`src/rtl/core/cwm_pkg.sv`:
```
// ----------------------------------------------------------------------------
// cwm_pkg: shared types and constants
// Sizes, result kinds, register indexes and the front-to-back record.
// ----------------------------------------------------------------------------
package cwm_pkg;

	localparam int MAX_COLUMNS = 1024;
	localparam int MAX_ROWS    = 65536;
	localparam int MAX_WINDOW  = 16;

	localparam int COL_W  = $clog2(MAX_COLUMNS);     // column index
	localparam int ROW_W  = $clog2(MAX_ROWS);        // row index
	localparam int SLOT_W = $clog2(MAX_WINDOW);      // window ring slot
	localparam int CCFG_W = 11;
	localparam int RCFG_W = 17;
	localparam int WCFG_W = 5;
	localparam int CNT_W  = 11;
	localparam int TOT_W  = 27;
	localparam int VAL_W  = 64;
	localparam int HIST_AW = SLOT_W + COL_W;
	localparam int NB_AW   = COL_W + 1;

	localparam int Q_DEPTH = 4;
	localparam int Q_AW    = $clog2(Q_DEPTH);

	typedef enum logic [1:0] {
		KIND_ROW    = 2'd0,
		KIND_COLMAX = 2'd1,
		KIND_TOTAL  = 2'd2,
		KIND_ERROR  = 2'd3
	} cwm_kind_t;

	localparam logic [1:0] CFG_COLUMNS = 2'd0;
	localparam logic [1:0] CFG_ROWS    = 2'd1;
	localparam logic [1:0] CFG_WINDOW  = 2'd2;

	// one accepted sample's worth of results
	typedef struct packed {
		logic               has_col;
		logic               has_prev;
		logic               has_cur;
		logic               has_fin;
		logic               fin_err;
		logic [COL_W-1:0]   col;
		logic [VAL_W-1:0]   col_max;
		logic [ROW_W-1:0]   row;
		logic [CNT_W-1:0]   prev_cnt;
		logic [CNT_W-1:0]   cur_cnt;
		logic [TOT_W-1:0]   total;
	} cwm_rec_t;

endpackage

```
`src/rtl/core/cwm_back.sv`:
```
// ----------------------------------------------------------------------------
// cwm_back: result sequencer
// Walks the results of the head record in order into the output register.
// ----------------------------------------------------------------------------
module cwm_back import cwm_pkg::*; (
	input  logic                   clk,
	input  logic                   arst_n,
	input  cwm_rec_t               head,
	input  logic                   not_empty,
	output logic                   pop,
	output logic                   m_tvalid,
	input  logic                   m_tready,
	output logic [ROW_W+VAL_W-1:0] m_tdata,
	output logic [1:0]             m_tuser,
	output logic                   m_tlast
);

	logic [3:0] done_q, pend, pick;
	logic       load, valid_q;
	cwm_kind_t  kind;
	logic [ROW_W-1:0] idx;
	logic [VAL_W-1:0] val;

	always_comb begin
		pend = {head.has_fin, head.has_cur, head.has_prev, head.has_col} & ~done_q;
		pick = pend & (~pend + 1'b1);
		load = not_empty && (!valid_q || m_tready);
		pop  = load && ((pend & ~pick) == '0);
		kind = KIND_TOTAL;
		idx  = '0;
		val  = '0;
		priority if (pick[0]) begin
			kind = KIND_COLMAX;
			idx  = ROW_W'(head.col);
			val  = head.col_max;
		end else if (pick[1]) begin
			kind = KIND_ROW;
			idx  = head.row - 1'b1;
			val  = VAL_W'(head.prev_cnt);
		end else if (pick[2]) begin
			kind = KIND_ROW;
			idx  = head.row;
			val  = VAL_W'(head.cur_cnt);
		end else if (head.fin_err) begin
			kind = KIND_ERROR;
		end else begin
			val = VAL_W'(head.total);
		end
	end

	always_ff @(posedge clk or negedge arst_n) begin
		if (!arst_n) begin
			done_q  <= '0;
			valid_q <= 1'b0;
		end else begin
			if (load) begin
				valid_q <= 1'b1;
				done_q  <= pop ? '0 : (done_q | pick);
			end else if (m_tready) begin
				valid_q <= 1'b0;
			end
		end
	end

	always_ff @(posedge clk) begin
		if (load) begin
			m_tdata <= {val, idx};
			m_tuser <= kind;
			m_tlast <= pick[3];
		end
	end

	assign m_tvalid = valid_q;

	a_pick_one: assert property (@(posedge clk) disable iff (!arst_n)
		load |-> $onehot(pick))
		else $error("head record without pending result");
	a_last_kind: assert property (@(posedge clk) disable iff (!arst_n)
		(m_tvalid && m_tlast) |-> (m_tuser == KIND_TOTAL || m_tuser == KIND_ERROR))
		else $error("frame end on wrong result kind");

endmodule

```
`config.mk`:
```
export PLATFORM = sky130hd
export DESIGN_NAME = cwm_back
export DESIGN_NICKNAME = d
export VERILOG_FILES = /design/src/rtl/core/cwm_pkg.sv /design/src/rtl/core/cwm_back.sv
export SDC_FILE = /design/constraint.sdc
export NUM_CORES = 1
export LEC_CHECK = 0
export BUFFER_PORTS_ARGS = -buffer_cell sky130_fd_sc_hd__buf_2
export CORE_UTILIZATION = 40
export DETAILED_ROUTE_END_ITERATION = 16
export PLACE_DENSITY = 0.77
export SLEW_MARGIN = 20
export SYNTH_ARGS = -nofsm -noshare
export SYNTH_HDL_FRONTEND = slang
export SYNTH_SLANG_ARGS = --single-unit
```
`constraint.sdc`:
```
create_clock -name clk -period 2.41 [get_ports clk]
set_input_delay 0.241 -clock clk [delete_from_list [all_inputs] [get_ports clk]]
set_output_delay 0.241 -clock clk [all_outputs]
set_load 0.02 [all_outputs]
```
; After elaboration in Yosys (flattened, before gate mapping)
; Cells that the tools add are included.
[op_classes]
bitwise_logic = 7
reduce_logical = 7
mux = 13
n_addsub = 2
[op_table]
columns = op, n
row1 = two-way mux 27 bit, 3
row2 = two-way mux 64 bit, 1
row3 = two-way mux 16 bit, 2
row4 = "subtractor 16 x 1 -> 16 bit, second input constant", 1
row5 = AND 4 bit, 3
row6 = NOT 4 bit, 3
row7 = two-way mux 10 bit, 1
row8 = two-way mux 1 bit, 5
row9 = "adder 4 x 1 -> 4 bit, second input constant", 1
row10 = logical NOT 4 bit, 1
row11 = two-way mux 4 bit, 1
row12 = OR 4 bit, 1
row13 = OR reduction 3 bit, 1
row14 = logical AND 1 bit, 2
row15 = nonzero test 2 bit, 1
row16 = logical NOT 1 bit, 1
row17 = logical OR 1 bit, 1
[word_totals]
out_inout_bits = 85
elab_cells = 36
reg_bits = 88

; Depth between registers and ports, before layout
[logic_depth]
ltp_word = 10
mapped_depth = 6

; Worst setup path after synthesis
; No wires, ideal clock.
[synth_timing]
kind = reg-to-reg
start = reg valid_q, in the netlist m_tvalid
end = reg m_tdata[0] (enable)
period_less_slack_ns = 2.772
required_time_ns = 1.971
setup_slack_ns = -0.362
n_path_buf = 0
t_arrival_ns = 2.333
stages_incl_launch_ff = 4
cell_sequence = dfrtp_1 -> nand2b_1 -> nand2_1 -> inv_1
[synth_between]
elab_chain_len = 3
[synth_rtl]
columns = item, line
row1 = "start, declared", cwm_back.sv:19  ; logic load, valid_q;
row2 = "start signal, assigned", cwm_back.sv:54  ; valid_q <= 1'b0;
row3 = "start signal, assigned", cwm_back.sv:57  ; valid_q <= 1'b1;
row4 = "start signal, assigned", cwm_back.sv:60  ; valid_q <= 1'b0;
row5 = logical NOT 1 bit, cwm_back.sv:27  ; load = not_empty && (!valid_q || m_tready);
row6 = logical OR 1 bit, cwm_back.sv:27
row7 = logical AND 1 bit, cwm_back.sv:27
row8 = named net load, cwm_back.sv:19
row9 = "end signal, assigned", cwm_back.sv:67  ; m_tdata <= {val, idx};
row10 = "end, declared", cwm_back.sv:13  ; output logic [ROW_W+VAL_W-1:0] m_tdata,
; The timed path passes the listed nets, and every way through them passes these cells.
; A chain may end at the register's enable or synchronous reset.

; Worst setup path in the final report
[layout_timing]
start = reg done_q[1]
end = out pop
[layout_between]
elab_chain_len = 9
[layout_rtl]
columns = item, line
row1 = "start, declared", cwm_back.sv:18  ; logic [3:0] done_q, pend, pick;
row2 = "start signal, assigned", cwm_back.sv:58  ; done_q <= pop ? '0 : (done_q | pick);
row3 = NOT 4 bit *, cwm_back.sv:25  ; pend = {head.has_fin, head.has_cur, head.has_prev, head.has_col} & ~done_q;
row4 = AND 4 bit *, cwm_back.sv:25
row5 = NOT 4 bit, cwm_back.sv:26  ; pick = pend & (~pend + 1'b1);
row6 = adder 4 x 1 -> 4 bit, cwm_back.sv:26
row7 = AND 4 bit, cwm_back.sv:26
row8 = NOT 4 bit, cwm_back.sv:28  ; pop = load && ((pend & ~pick) == '0);
row9 = AND 4 bit *, cwm_back.sv:28
row10 = logical NOT 4 bit *, cwm_back.sv:28
row11 = logical AND 1 bit *, cwm_back.sv:28
row12 = "end, declared", cwm_back.sv:10  ; output logic pop,
; Mark *: on every way between the ends. The rest lies on a longest branch, timed or not.

==> results.txt <==
- Power per cell area: 784 mW/mm2
- The clock period could shrink to 2.16 ns.
- CP max FO: 8
- Hold Path Sink: m_tvalid
* Fraction of the core area covered by cells at the end of the flow: 0.578
- HPWL after DPL: 8.79 mm
- Die boundary height: 103 um
- R2R Path End: m_tdata[8]
* Via count of the first global-routing pass: 3323
- Min-Delay Path Class: in2reg
- Diodes inserted: 0
- Worst Reg-to-Reg Cells: 4
- Max-cap check violation count: 0
- Share of synthesized flip-flops with an asynchronous set or reset: 0.0568
- TritonCTS built the clock tree.
- sky130_fd_sc_hd__edfxtp_1 is the most common cell in the netlist.
- The detail route stage leaves a number of antenna-violating nets equal to 0.
- Storage element area: 0.00262 mm2
- The die covers 0.0106 mm2.
- The H-tree was split into 3 levels.
- Top-level I/O count: 233
* Largest net degree at the start of global routing: 52
* Root cell of the clock tree: sky130_fd_sc_hd__clkbuf_8
- Between clock sinks in the finished design, the worst skew comes to 0.0102 ns.
- At the worst endpoint, the arrival time is 1.92 ns.
- # DRC: 0
- Peak ir drop on the vdd network: 347 uV
- Final weighted congestion in routability-driven placement: 0.798
- # clock sinks: 88
* Hold Fails Final Rpt: 0
- Postcts setup bufs: 0
- The worst pin sits at a relative slew slack of 0.386.
- Total of flip-flops plus latches after synthesis: 88
- Global-route wire length before repair: 16.8 mm
* Post-DR wirelength/cell: 17.0 um
- The number of nets in the synthesized netlist is 477.
- Proportion of netlist area held by the largest area contributor: 0.610
* Global-route usage over all layers: 0.215
- Buffers inserted during clock tree synthesis total 9.
* Number of DRC markers after the initial detailed-route iteration: 141
- The worst setup path is launched from a flop.
- Setup slack on the critical path of the routed design comes to 0.247 ns.
- Clock transition at the registers of the reported paths: 0.10 ns
* Slack of the worst reg-to-reg path: 0.49 ns
- Along the worst hold path, the cell count comes to 2.
- Fill cells in the final layout number 865.
* Commonest cells in the synthesized netlist: 83 x sky130_fd_sc_hd__edfxtp_1, 37 x sky130_fd_sc_hd__and2_1, 28 x sky130_fd_sc_hd__nor2_1, 22 x sky130_fd_sc_hd__nand2_1, 16 x sky130_fd_sc_hd__a22o_1
* Top cells by area, synth: sky130_fd_sc_hd__edfxtp_1 61%, sky130_fd_sc_hd__and2_1 5.7%, sky130_fd_sc_hd__a22o_1 3.4%
* Seq/Total Area, Yosys: 0.641
- The critical path in this run is classified as reg2out.
- Launch point of the worst reg-to-reg path: done_q[1]
- Worst endpoint required time: 2.17 ns
* First-pass DRT Iterations: 4
- Number of port buffers: 232
- After detailed routing, the number of vias per cell comes to 5.10.
- Number of antenna violations at the first check in global routing: 1
- DIE WIDTH: 103 um
- For this run the aggregate overflow at the end of global routing stands at 0.
- Placed standard-cell area: 0.00542 mm2
- Of all cell types, the one taking the most synthesized area is sky130_fd_sc_hd__edfxtp_1.
* Slew Limit Fails: 0
- In the synthesized netlist the dominant register cell turns out to be sky130_fd_sc_hd__edfxtp_1.
* Placement-stage worst setup slack: 0.500 ns
- Adding up every negative setup slack in the final design gives 0 ns.
* Net count, final: 711
- The final layout contains routed wiring with a total length of 11.9 mm.
- Setup repair after global routing left no endpoint under its margin.
* Post-Synthesis Cells: 328
* Status: finished, final reports clean
* Endpoint kind of the worst setup timing path: primary output
- Setup violations remaining at the end of the flow were counted as 0.
* FP Rows: 36
- Timing would allow up to 0.462 GHz.
- Post-synthesis cell type count: 46
- The initial utilization of the core area, before any placement, comes to 0.416.
- The routed layout has 3573 vias.
- Maximum root-to-sink buffer count: 2
* Source-to-sink clock delay at the later pin of the worst-skew pair: 0.36 ns
- EDFF count, synth: 83
* Post-Synthesis Mean Instance Area: 12.4 um2
* Cell area after technology mapping: 0.00408 mm2
- Cell area after layout: 0.00568 mm2
- The Yosys step of the flow raised 0 warnings.
- Summed over all cells, the static leakage comes to 0.00247 uW.
- Total core area: 0.00982 mm2
- Share of final-layout standard cells stronger than drive strength 1: 0.476
- In the finished design, the share of the clock period the worst path needs comes to 0.897.
- At the pin with the least slew margin, the transition time is 0.917 ns.
* Startpoint of the worst hold path: not_empty
* Footprint of the multi-input gates: 0.00137 mm2
- The area growth from synthesis to layout is 39.1%.
critical path, stage by stage (launching register included):
cell and delay [ns]:
sky130_fd_sc_hd__dfrtp_1 0.39, sky130_fd_sc_hd__nand2b_1 0.16, sky130_fd_sc_hd__buf_4 0.18, sky130_fd_sc_hd__nand2_1 0.17
sky130_fd_sc_hd__o32ai_2 0.42, sky130_fd_sc_hd__buf_2 0.24
layer usage:
metal | track usage | vias to the layer above | wire length (um)
li1 | - | 1709 | -
met1 | 0.250 | 1671 | 4780
met2 | 0.383 | 170 | 5890
met3 | 0.0583 | 21 | 1030
met4 | 0.0748 | 2 | 207
met5 | 0 | - | 13
how the worst max path moves through the flow:
stage / end / start / slack [ns] / depth (start not counted)
2_1_floorplan: m_tdata[0] / m_tvalid / 0.05 / 3
3_3_place_gp: m_tdata[7] / head[142] / 0.53 / 5
3_5_place_dp: m_tdata[24] / done_q[1] / 0.50 / 5
4_1_cts: pop / done_q[1] / 0.23 / 5
5_1_grt: pop / done_q[1] / 0.12 / 5
6_report: pop / done_q[1] / 0.25 / 5
per-stage QoR:
step           total power (uW)  hold slack, ns  cells
2_1_floorplan              2760         -0.0546    328
3_3_place_gp               3170          0.0585    683
3_5_place_dp               3210          0.0617    683
4_1_cts                    4480          0.0928    700
5_1_grt                    4650           0.113    700
6_report                   4450           0.107    700
power by group:
part | internal (uW) | switching, uW | total (uW) | leakage (uW)
logic | 449 | 751 | 1200 | 0.00147
registers | 1920 | 53.3 | 1970 | 0.000876
clock network | 702 | 580 | 1280 | 0.000122
total | 3070 | 1380 | 4450 | 0.00247
kinds of logic (layout without fill, tap and decap cells):
group,Yosys count,count (layout),synth area share
AOI/OAI and AO/OA,81,81,0.142
adders and majority gates,2,2,0.00552
buffers and inverters,24,263,0.0273
DFF,88,88,0.641
and+or+nand+nor,133,133,0.184
flip-flops by register name, summed over array words and instances (netlist names):
name	flops
m_tvalid	1
done_q	4
m_tdata	80
m_tlast	1
m_tuser	2
cell type report:
cell class	instances	share of cell area
Sequential cell	88	0.461
Multi-Input combinational cell	216	0.241
Timing Repair Buffer	243	0.222
Tap cell	133	0.0293
Clock inverter	7	0.0223
Clock buffer	9	0.0218
Inverter	4	0.00330
placed cells by master, fill, tap and decap left out, types with 3 or more instances in the layout:
| cell | count |
|---|---|
| sky130_fd_sc_hd__buf_2 | 232 |
| sky130_fd_sc_hd__edfxtp_1 | 83 |
| sky130_fd_sc_hd__and2_1 | 37 |
| sky130_fd_sc_hd__nor2_1 | 28 |
| sky130_fd_sc_hd__nand2_1 | 22 |
| sky130_fd_sc_hd__a22o_1 | 16 |
| sky130_fd_sc_hd__a21oi_1 | 12 |
| sky130_fd_sc_hd__o21ai_0 | 11 |
| sky130_fd_sc_hd__a22oi_1 | 10 |
| sky130_fd_sc_hd__nand3_1 | 9 |
| sky130_fd_sc_hd__clkbuf_8 | 9 |
| sky130_fd_sc_hd__buf_4 | 9 |
| sky130_fd_sc_hd__a31oi_1 | 8 |
| sky130_fd_sc_hd__a211oi_1 | 7 |
| sky130_fd_sc_hd__nand2b_1 | 6 |
| sky130_fd_sc_hd__nor3b_1 | 6 |
| sky130_fd_sc_hd__o31ai_1 | 6 |
| sky130_fd_sc_hd__dfrtp_1 | 5 |
| sky130_fd_sc_hd__or3_1 | 4 |
| sky130_fd_sc_hd__o311ai_0 | 4 |
| sky130_fd_sc_hd__nor3_1 | 4 |
| sky130_fd_sc_hd__inv_1 | 3 |
| sky130_fd_sc_hd__bufinv_16 | 3 |
what timing repair did:
item,in CTS,in global routing
hold endpoints to repair,5,0
hold buffers,1,0
setup endpoints to repair,0,0
gates resized for setup,0,0
Power figures use the tool's default switching activity.
