==> src/rtl/core/cwm_pkg.sv <==
// ----------------------------------------------------------------------------
// cwm_pkg: shared types and constants
// Sizes, result kinds, register indexes and the front-to-back record.
// ----------------------------------------------------------------------------
package cwm_pkg;

	localparam int MAX_COLUMNS = 1024;
	localparam int MAX_ROWS    = 65536;
	localparam int MAX_WINDOW  = 16;

	localparam int COL_W  = $clog2(MAX_COLUMNS);     // column index
	localparam int ROW_W  = $clog2(MAX_ROWS);        // row index
	localparam int SLOT_W = $clog2(MAX_WINDOW);      // window ring slot
	localparam int CCFG_W = 11;
	localparam int RCFG_W = 17;
	localparam int WCFG_W = 5;
	localparam int CNT_W  = 11;
	localparam int TOT_W  = 27;
	localparam int VAL_W  = 64;
	localparam int HIST_AW = SLOT_W + COL_W;
	localparam int NB_AW   = COL_W + 1;

	localparam int Q_DEPTH = 4;
	localparam int Q_AW    = $clog2(Q_DEPTH);

	typedef enum logic [1:0] {
		KIND_ROW    = 2'd0,
		KIND_COLMAX = 2'd1,
		KIND_TOTAL  = 2'd2,
		KIND_ERROR  = 2'd3
	} cwm_kind_t;

	localparam logic [1:0] CFG_COLUMNS = 2'd0;
	localparam logic [1:0] CFG_ROWS    = 2'd1;
	localparam logic [1:0] CFG_WINDOW  = 2'd2;

	// one accepted sample's worth of results
	typedef struct packed {
		logic               has_col;
		logic               has_prev;
		logic               has_cur;
		logic               has_fin;
		logic               fin_err;
		logic [COL_W-1:0]   col;
		logic [VAL_W-1:0]   col_max;
		logic [ROW_W-1:0]   row;
		logic [CNT_W-1:0]   prev_cnt;
		logic [CNT_W-1:0]   cur_cnt;
		logic [TOT_W-1:0]   total;
	} cwm_rec_t;

endpackage

==> src/rtl/core/cwm_queue.sv <==
// ----------------------------------------------------------------------------
// cwm_queue: record queue between front and back
// Small register FIFO; the front reserves room before accepting a sample.
// ----------------------------------------------------------------------------
module cwm_queue import cwm_pkg::*; (
	input  logic          clk,
	input  logic          arst_n,
	input  logic          push,
	input  cwm_rec_t      wdata,
	input  logic          pop,
	output cwm_rec_t      head,
	output logic          not_empty,
	output logic [Q_AW:0] count
);

	cwm_rec_t        buf_q [Q_DEPTH];
	logic [Q_AW-1:0] wp_q, rp_q;
	logic [Q_AW:0]   cnt_q;

	always_ff @(posedge clk or negedge arst_n) begin
		if (!arst_n) begin
			wp_q  <= '0;
			rp_q  <= '0;
			cnt_q <= '0;
		end else begin
			if (push) wp_q <= wp_q + 1'b1;
			if (pop) rp_q <= rp_q + 1'b1;
			cnt_q <= cnt_q + (Q_AW+1)'(push) - (Q_AW+1)'(pop);
		end
	end

	always_ff @(posedge clk) begin
		if (push) buf_q[wp_q] <= wdata;
	end

	assign head      = buf_q[rp_q];
	assign not_empty = (cnt_q != '0);
	assign count     = cnt_q;

	a_no_overflow: assert property (@(posedge clk) disable iff (!arst_n)
		push |-> (cnt_q != (Q_AW+1)'(Q_DEPTH)))
		else $error("queue overflow");
	a_no_underflow: assert property (@(posedge clk) disable iff (!arst_n)
		pop |-> not_empty)
		else $error("queue underflow");

endmodule

==> config.mk <==
export PLATFORM = sky130hd
export DESIGN_NAME = cwm_queue
export DESIGN_NICKNAME = d
export VERILOG_FILES = /design/src/rtl/core/cwm_pkg.sv /design/src/rtl/core/cwm_queue.sv
export SDC_FILE = /design/constraint.sdc
export NUM_CORES = 1
export LEC_CHECK = 0
export ABC_AREA = 1
export BUFFER_PORTS_ARGS = -buffer_cell sky130_fd_sc_hd__clkbuf_2
export CELL_PAD_IN_SITES_DETAIL_PLACEMENT = 1
export CELL_PAD_IN_SITES_GLOBAL_PLACEMENT = 1
export CORE_AREA = 5 5 320 322
export DETAILED_ROUTE_END_ITERATION = 6
export DIE_AREA = 0 0 325 327
export GPL_ROUTABILITY_DRIVEN = 0
export PLACE_DENSITY_LB_ADDON = 0.25
export SLEW_MARGIN = 20
export SYNTH_ARGS = -nofsm -noshare
export SYNTH_HDL_FRONTEND = slang
export SYNTH_SLANG_ARGS = --single-unit
==> constraint.sdc <==
create_clock -name clk -period 4.8 [get_ports clk]
set_clock_uncertainty 0.15 [all_clocks]
set_input_delay 0.48 -clock clk [delete_from_list [all_inputs] [get_ports clk]]
set_output_delay 0.48 -clock clk [all_outputs]
set_load 0.01 [all_outputs]
Word-level counts from Yosys, hierarchy flattened
Memory sizes are Yosys's and may differ from the RTL's.
Index checks and enable logic that the tools add are counted.

storage, ports and cells
  register bits = 7
  memory bits (writable) = 576
  input bits = 148
  output and inout port bits = 148
  logic and storage cells = 11
  memories kept = 1

memory list
  memory  words  width  rd ports  clocked after Yosys merged registers in  write ports  RTL line         text
  buf_q   4      144    1         0                                        1            cwm_queue.sv:16  cwm_rec_t buf_q [Q_DEPTH];

cells by class
  add/sub/neg operators = 4
  multiplexer cells = 2
  reductions and logical operators = 1

operator list
  kind                                                            count
  2-bit by 1-bit adder with 2-bit output (second input constant)  2
  3-bit by 1-bit adder with 3-bit output                          1
  3-bit nonzero test                                              1
  3-bit by 1-bit subtractor with 3-bit output                     1
  1-bit 2-to-1 mux                                                2

Longest topological paths before layout
Gate-level depths: netlist (run 1).

  depth after elaboration = 2
  gate-level depth with buffers = 10
  gate-level depth less buffers = 10

Least setup slack after synthesis (run 1)
No wires, ideal clock.

  path kind = input port to flip-flop
  start point = input port push
  end point = memory buf_q[1][0] (netlist name) (enable)
  arrival time = 3555 ps
  slack = 598 ps
  cell stages on the path = 3
  path through = clkbuf_1 > nand2_1 > inv_1

between the ends
  longest elaborated chain between the ends = 2

RTL lines
  element                                 RTL line         text
  from (decl)                             cwm_queue.sv:8   input logic push,
  1-bit 2-to-1 mux                        cwm_queue.sv:33  if (push) buf_q[wp_q] <= wdata;
  1-bit 2-to-1 mux (implied by the code)  cwm_queue.sv:33
  to (decl)                               cwm_queue.sv:16

Every way passes these cells.

==> metrics.txt, run 1 <==
status finished clean; Psw 6980 µW; Clock Tree Root clkbuf_16; final hold vios 0; P_leak 0.0141 µW; clk slew on worst S/H paths 0.06 ns; RSZ-0062 raised after global routing false; cell mode on critical path nand2_1; crit-path cells inv_8 -> buf_12 -> nand2_1 -> nand3_1 -> nand2_1 -> clkbuf_2; commonest non-fill, non-tap cell in the layout nand2_1; Setup Slack @ Placement 1.87 ns; syn_nets 2,455; core area 99,300 µm²; maximum vdd drop 0.000479 V; CP Launch Type flop; DP Area 27,500 µm²; Pwr Density 600 nW/µm²; Total Routing Usage GR 13.1%; first-pass GRT wire length 108 mm; part of the power in combinational logic 35.3%; post-DR wirelength/cell 17.2 µm; CTS Buf Count 70; Max Transition Viols Final 0; Syn Std Cell Area 24,500 µm²; CTS Hold Bufs 146; worst slew pin tran 0.942 ns; Clock Sinks 583; CTS HTree Levels 3; Mapped Cells 2,300; Reg power frac 37.1%; Die H 327 µm; P&R area growth vs syn 26.9%; P_int 11,700 µW; Post-DRT Antenna Nets 0; max cap viols 0; Arr. time, crit path 2.88 ns; Worst path max stage delay 0.69 ns; Clock Power Share 27.6%; most frequent cells in the layout nand2_1, inv_1, edfxtp_1; vias in the first global route 18,350; largest net degree at the start of global routing 163; layout cells sized above 1 15.2%; post-DR vias/cell 4.13; post-DP HPWL 41.9 mm; synthesized area per cell 10.7 µm²; Net Sw Frac 37.4%; setup ws final 1.29 ns; post-synth cell types 16; routed wire length 70.6 mm; Max Buffers Root-to-Sink 3; Core Util, Final 31.4%; worst skew pair latency 0.61 ns; initial core utilization 24.7%; CP max-delay cell dfrtp_4; num rows 116; Initial DRT Pass Iterations 5; IO Pins 296; final setup vio count 0; CP Class flop to output port; synthesis-stage register bit count 583; initial detailed-routing violation count 708; minimum clock period 3.51 ns; port buffer count 295; initial antenna violation count 2; total die area 106,000 µm²; Die Width 325 µm; via count of the routed design 16,889; CP Capture Type output port; Resize count post-CTS 0; Final Cell Area 31,100 µm²; Max Fanout on Critical Path 108; grt ovf 0; Rel. slew slack 37.2%; # DRC 0; synth warn 0; WP buf/inv 3; CTS tree built; fin crit share 73.1%; f_max 285 MHz; Seq/Total Area, Yosys 71.2%; CP delay by family, top buffers and inverters; overall power 18,700 µW; Worst Path Required 4.17 ns; Fill cells 11,215; Worst Hold Class primary input to flop; Setup Buffers After CTS 0; setup TNS 0 ns; net count reported at finish 2,898
-- metrics by stage --
| step | hold WS, ns | instances |
|---|---|---|
| 2_1_floorplan | 0.0344 | 2300 |
| 3_3_place_gp | 0.196 | 3823 |
| 3_5_place_dp | 0.202 | 3823 |
| 4_1_cts | 0.0136 | 4092 |
| 5_1_grt | 0.0704 | 4092 |
| 6_report | 0.0994 | 4093 |
-- final timing paths --
kind | from | endpoint | depth (start not counted) | slack [ns]
max | rp_q[0] | head[70] | 6 | 1.29
min in group asynchronous | arst_n | rp_q[1] | 2 | 0.12
max reg2reg | wp_q[1] | buf_q[1][15] | 5 | 2.40
min | push | wp_q[0] | 2 | 0.1
min reg2reg | count[1] | count[2] | 2 | 0.38
max in group asynchronous | arst_n | rp_q[0] | 2 | 4.16
-- layout make-up --
type | count | area (µm²) | area share [%]
repair buffers | 466 | 3250 | 10.4
flip-flops and latches | 583 | 17500 | 56.1
well taps | 1298 | 1620 | 5.22
multi-input cells | 1032 | 4320 | 13.9
diodes | 1 | 2.50 | 0.00804
inverters | 590 | 2250 | 7.22
clock inverters | 39 | 379 | 1.22
clock buffers | 84 | 1830 | 5.86
-- power groups by stage --
stage | Sequential [µW] | Clock [µW] | Combinational (µW)
after CTS | 6940 | 5360 | 6870
after floorplan | 7040 | 0 | 3890
after global placement | 7000 | 0 | 6590
final | 6930 | 5160 | 6590
after global routing | 7010 | 5550 | 7380
after detailed placement | 7050 | 0 | 6740
-- cell families after synthesis --
family          share of synthesized area (%)
compound gates                         0.0204
simple gates                             17.1
buf+inv                                  11.2
flops                                    71.2
fa+ha+maj                               0.388
xor+xnor                                0.107
-- layer usage --
layer	track usage (%)	vias up	share of wire [%]
met3	2.42	99	3.7
met2	23.8	276	51
met5	0	-	0.018
met4	4.14	2	2.3
met1	15.8	8446	43
li1	-	8066	-
-- state kept, by name, indices dropped and copies added (netlist names) --
signal / cells
buf_q: 576
count: 3
rp_q: 2
wp_q: 2
-- Yosys cell counts (all sizes together) --
master  number  share of area, %
edfxtp     576                71
o21ai        1             0.020
buf         73               1.8
xor2         3              0.11
dfrtp        7              0.71
fa           1             0.082
nand2      731                11
nand3      290               5.9
clkbuf      22              0.34
inv        590               9.0
ha           6              0.31
No activity file was read; power rests on OpenSTA's default activity.
==> run 2: changes to the inputs <==
--- a/config.mk
+++ b/config.mk
@@ -5,13 +5,13 @@
 export SDC_FILE = /design/constraint.sdc
 export NUM_CORES = 1
 export LEC_CHECK = 0
-export ABC_AREA = 1
+export ABC_AREA = 0
 export BUFFER_PORTS_ARGS = -buffer_cell sky130_fd_sc_hd__clkbuf_2
 export CELL_PAD_IN_SITES_DETAIL_PLACEMENT = 1
 export CELL_PAD_IN_SITES_GLOBAL_PLACEMENT = 1
-export CORE_AREA = 5 5 320 322
+export CORE_AREA = 5 5 297 299
 export DETAILED_ROUTE_END_ITERATION = 6
-export DIE_AREA = 0 0 325 327
+export DIE_AREA = 0 0 302 304
 export GPL_ROUTABILITY_DRIVEN = 0
 export PLACE_DENSITY_LB_ADDON = 0.25
 export SLEW_MARGIN = 20
==> constraint.sdc (replaced) <==
create_clock -name clk -period 3.38 [get_ports clk]
set_clock_uncertainty 0.15 [all_clocks]
set_input_delay 0.338 -clock clk [delete_from_list [all_inputs] [get_ports clk]]
set_output_delay 0.338 -clock clk [all_outputs]
set_load 0.01 [all_outputs]
==> run 2 against run 1 <==
Net effect: clock-buffer cell count rose by 9; final area fell by 10%; sequential share of layout area rose by 6.4 points; die area fell by 14%; non-clock buffer count rose by 4; critical path depth fell by 3; first-iteration DRC count fell by 24%; global-route usage fell by 2.3 points; clock power rose by 40%; via count fell by 40%; flip-flop and latch count did not move; largest power group unchanged.
==> metrics.txt, run 2 <==
status finished clean; first-pass GRT wire length 74.2 mm (-31%); minimum clock period 2.76 ns; Resize count post-CTS 0 (unchanged); RSZ-0062 raised after global routing false; Worst Hold Class primary input to flop; clk slew on worst S/H paths 0.06 ns (about the same); ys flop type edfxtp_1; Clock Sinks 583 (unchanged); Max Transition Viols Final 0 (unchanged); Clock Power Share 30.4% (+2.8 points); IO Pins 296 (unchanged); syn_nets 940 (-62%); commonest non-fill, non-tap cell in the layout edfxtp_1; Mapped Cells 785 (-66%); Seq/Total Area, Yosys 82.6% (+11 points); Synth top area share 81.8% (+11 points); post-DP HPWL 30.0 mm (-28%); Worst path max stage delay 0.57 ns (-0.12 ns); Max Buffers Root-to-Sink 3 (unchanged); layout cells sized above 1 42.1% (+27 points); P_leak 0.00951 µW (-33%); CTS Buf Count 69 (-1.4%); synthesized area per cell 26.9 µm² (+150%); setup TNS 0 ns (unchanged); Die Width 302 µm (-7.1%); P_int 16,900 µW (+44%); Reg power frac 41.1% (+4.0 points); final hold vios 0 (unchanged); maximum vdd drop 0.000385 V (-20%); CP Capture Type output port; final setup vio count 0 (unchanged); max cap viols 0 (unchanged); setup ws final 0.620 ns (-0.671 ns); post-DR vias/cell 4.07 (-1.4%); Psw 6970 µW (-0.20%); via count of the routed design 10,148 (-40%); ranking of synthesized cells by area edfxtp_1, mux4_2, dfrtp_1; Die H 304 µm (-7.0%); Post-DRT Antenna Nets 0 (unchanged); Largest register FFs 576 (unchanged); CTS tree built; grt ovf 0 (unchanged); CP max-delay cell mux4_2; initial detailed-routing violation count 537 (-24%); most frequent cells in the layout edfxtp_1, clkbuf_2, dlygate4sd3_1; fin crit share 81.7%; synthesis-stage register bit count 583 (unchanged); Worst Path Required 2.89 ns (-1.28 ns); worst skew pair latency 0.58 ns (-0.03 ns); largest net degree at the start of global routing 65 (-60%); Setup Slack @ Placement 1.16 ns (-0.717 ns); Initial DRT Pass Iterations 4 (-1); Post-synth top cells edfxtp_1, mux4_2, buf_2; Multi-input gate area 3440 µm² (-20%); crit-path cells buf_12 -> mux4_2 -> clkbuf_2; worst slew pin tran 0.614 ns (-0.328 ns); CP Class flop to output port; f_max 362 MHz; core area 84,900 µm² (-15%); routed wire length 49.7 mm (-30%); Core Util, Final 32.9% (+1.6 points); part of the power in combinational logic 28.5% (-6.8 points); num rows 107 (-7.8%); CP delay by family, top multiplexers; WP buf/inv 2 (-1); Clock Tree Root clkbuf_16; port buffer count 295 (unchanged); total die area 91,800 µm² (-14%); CTS HTree Levels 3 (unchanged); Post-synth EDFFs 576 (unchanged); Fill cells 8,510 (-24%); post-synth cell types 17 (+1); P&R area growth vs syn 32.1%; leading area contributor after synthesis edfxtp_1; vias in the first global route 11,515 (-37%); initial core utilization 24.9% (+0.22 points); post-DR wirelength/cell 19.9 µm (+16%); Max Fanout on Critical Path 42 (-61%); Net Sw Frac 29.2% (-8.2 points); Pwr Density 853 nW/µm² (+42%); Arr. time, crit path 2.27 ns (-0.61 ns); Synth async-reset ratio 1.20% (unchanged); Largest Register buf_q; net count reported at finish 1,449 (-50%); Rel. slew slack 59.1% (+22 points); Storage cell area 17,500 µm² (unchanged); top-count cell post-synth edfxtp_1; CP Launch Type flop; Total Routing Usage GR 10.8% (-2.3 points); synth warn 0 (unchanged); Syn Std Cell Area 21,200 µm² (-14%); initial antenna violation count 5 (+3); # DRC 0 (unchanged)
## run 2: cell types whose count changed after synthesis, sizes merged, moves of 3 or more
cell / delta
nand2: -729
inv: -584
nand3: -290
mux4: +144
buf: -42
clkbuf: -21
and2: +4
xnor2: +3
## run 2: cells by family after synthesis
group           after synthesis  synth area share (%)
compound gates                1                0.0236
xor+xnor                      5                 0.207
fa+ha+maj                     7                 0.449
buf+inv                      38                  1.22
flops                       583                  82.6
mux                         144                  15.3
simple gates                  7                 0.183
## run 2: worst reg2reg max path, cell delays in order, from the launching register on
cell	delay [ns]
dfrtp_1	0.40
inv_1	0.11
ha_1	0.15
and2_4	0.50
buf_4	0.41
## run 2: metal layers
| metal | global-route usage (%) | wire length [µm] |
|---|---|---|
| met4 | 3.66 | 1270 |
| met5 | 0 | 13 |
| met2 | 17.6 | 24300 |
| met1 | 13.8 | 21100 |
| met3 | 3.21 | 3070 |
## run 2: power by group through the flow
stage | logic, µW | clock network (µW) | registers, µW
after floorplan | 4170 | 0 | 9860
after global placement | 7000 | 0 | 9920
after detailed placement | 6970 | 0 | 9990
after CTS | 7140 | 7550 | 9850
after global routing | 7420 | 7900 | 9920
final | 6800 | 7240 | 9810
## run 2: path summary, 6_finish.rpt
path                             from            end  slack, ns  depth (start not counted)
max                           rp_q[0]        head[6]       0.62                          3
min                        wdata[101]  buf_q[3][101]       0.36                          2
max reg2reg                   wp_q[1]   buf_q[1][29]       1.32                          4
min reg2reg                   wp_q[0]        wp_q[0]       0.39                          1
max in group asynchronous      arst_n        rp_q[0]       1.94                          3
min in group asynchronous      arst_n        rp_q[1]       0.73                          3
## run 2: repair_timing
item                                   4_1_cts  5_1_grt
endpoints found under the hold margin      587        0
setup buffers                                0        0
hold buffers                               148        0
## run 2: final cells by class
type | count | share of cell area (%)
timing repair buffer | 470 | 12.0
multi-input combinational | 164 | 12.3
tap | 1144 | 5.12
clock buffer | 93 | 6.72
sequential | 583 | 62.5
clock inverter | 31 | 1.22
inverter | 6 | 0.0806
antenna | 4 | 0.0358
## run 2: stage by stage
step	area (µm²)	std cells	power (µW)	hold WS, ns
detailed placement	24200	2219	17000	0.0894
finish	27900	2495	23800	0.356
CTS	27900	2491	24500	0.297
global placement	24200	2219	16900	0.0854
global route	27900	2492	25200	0.317
floorplan	21200	785	14000	-0.108
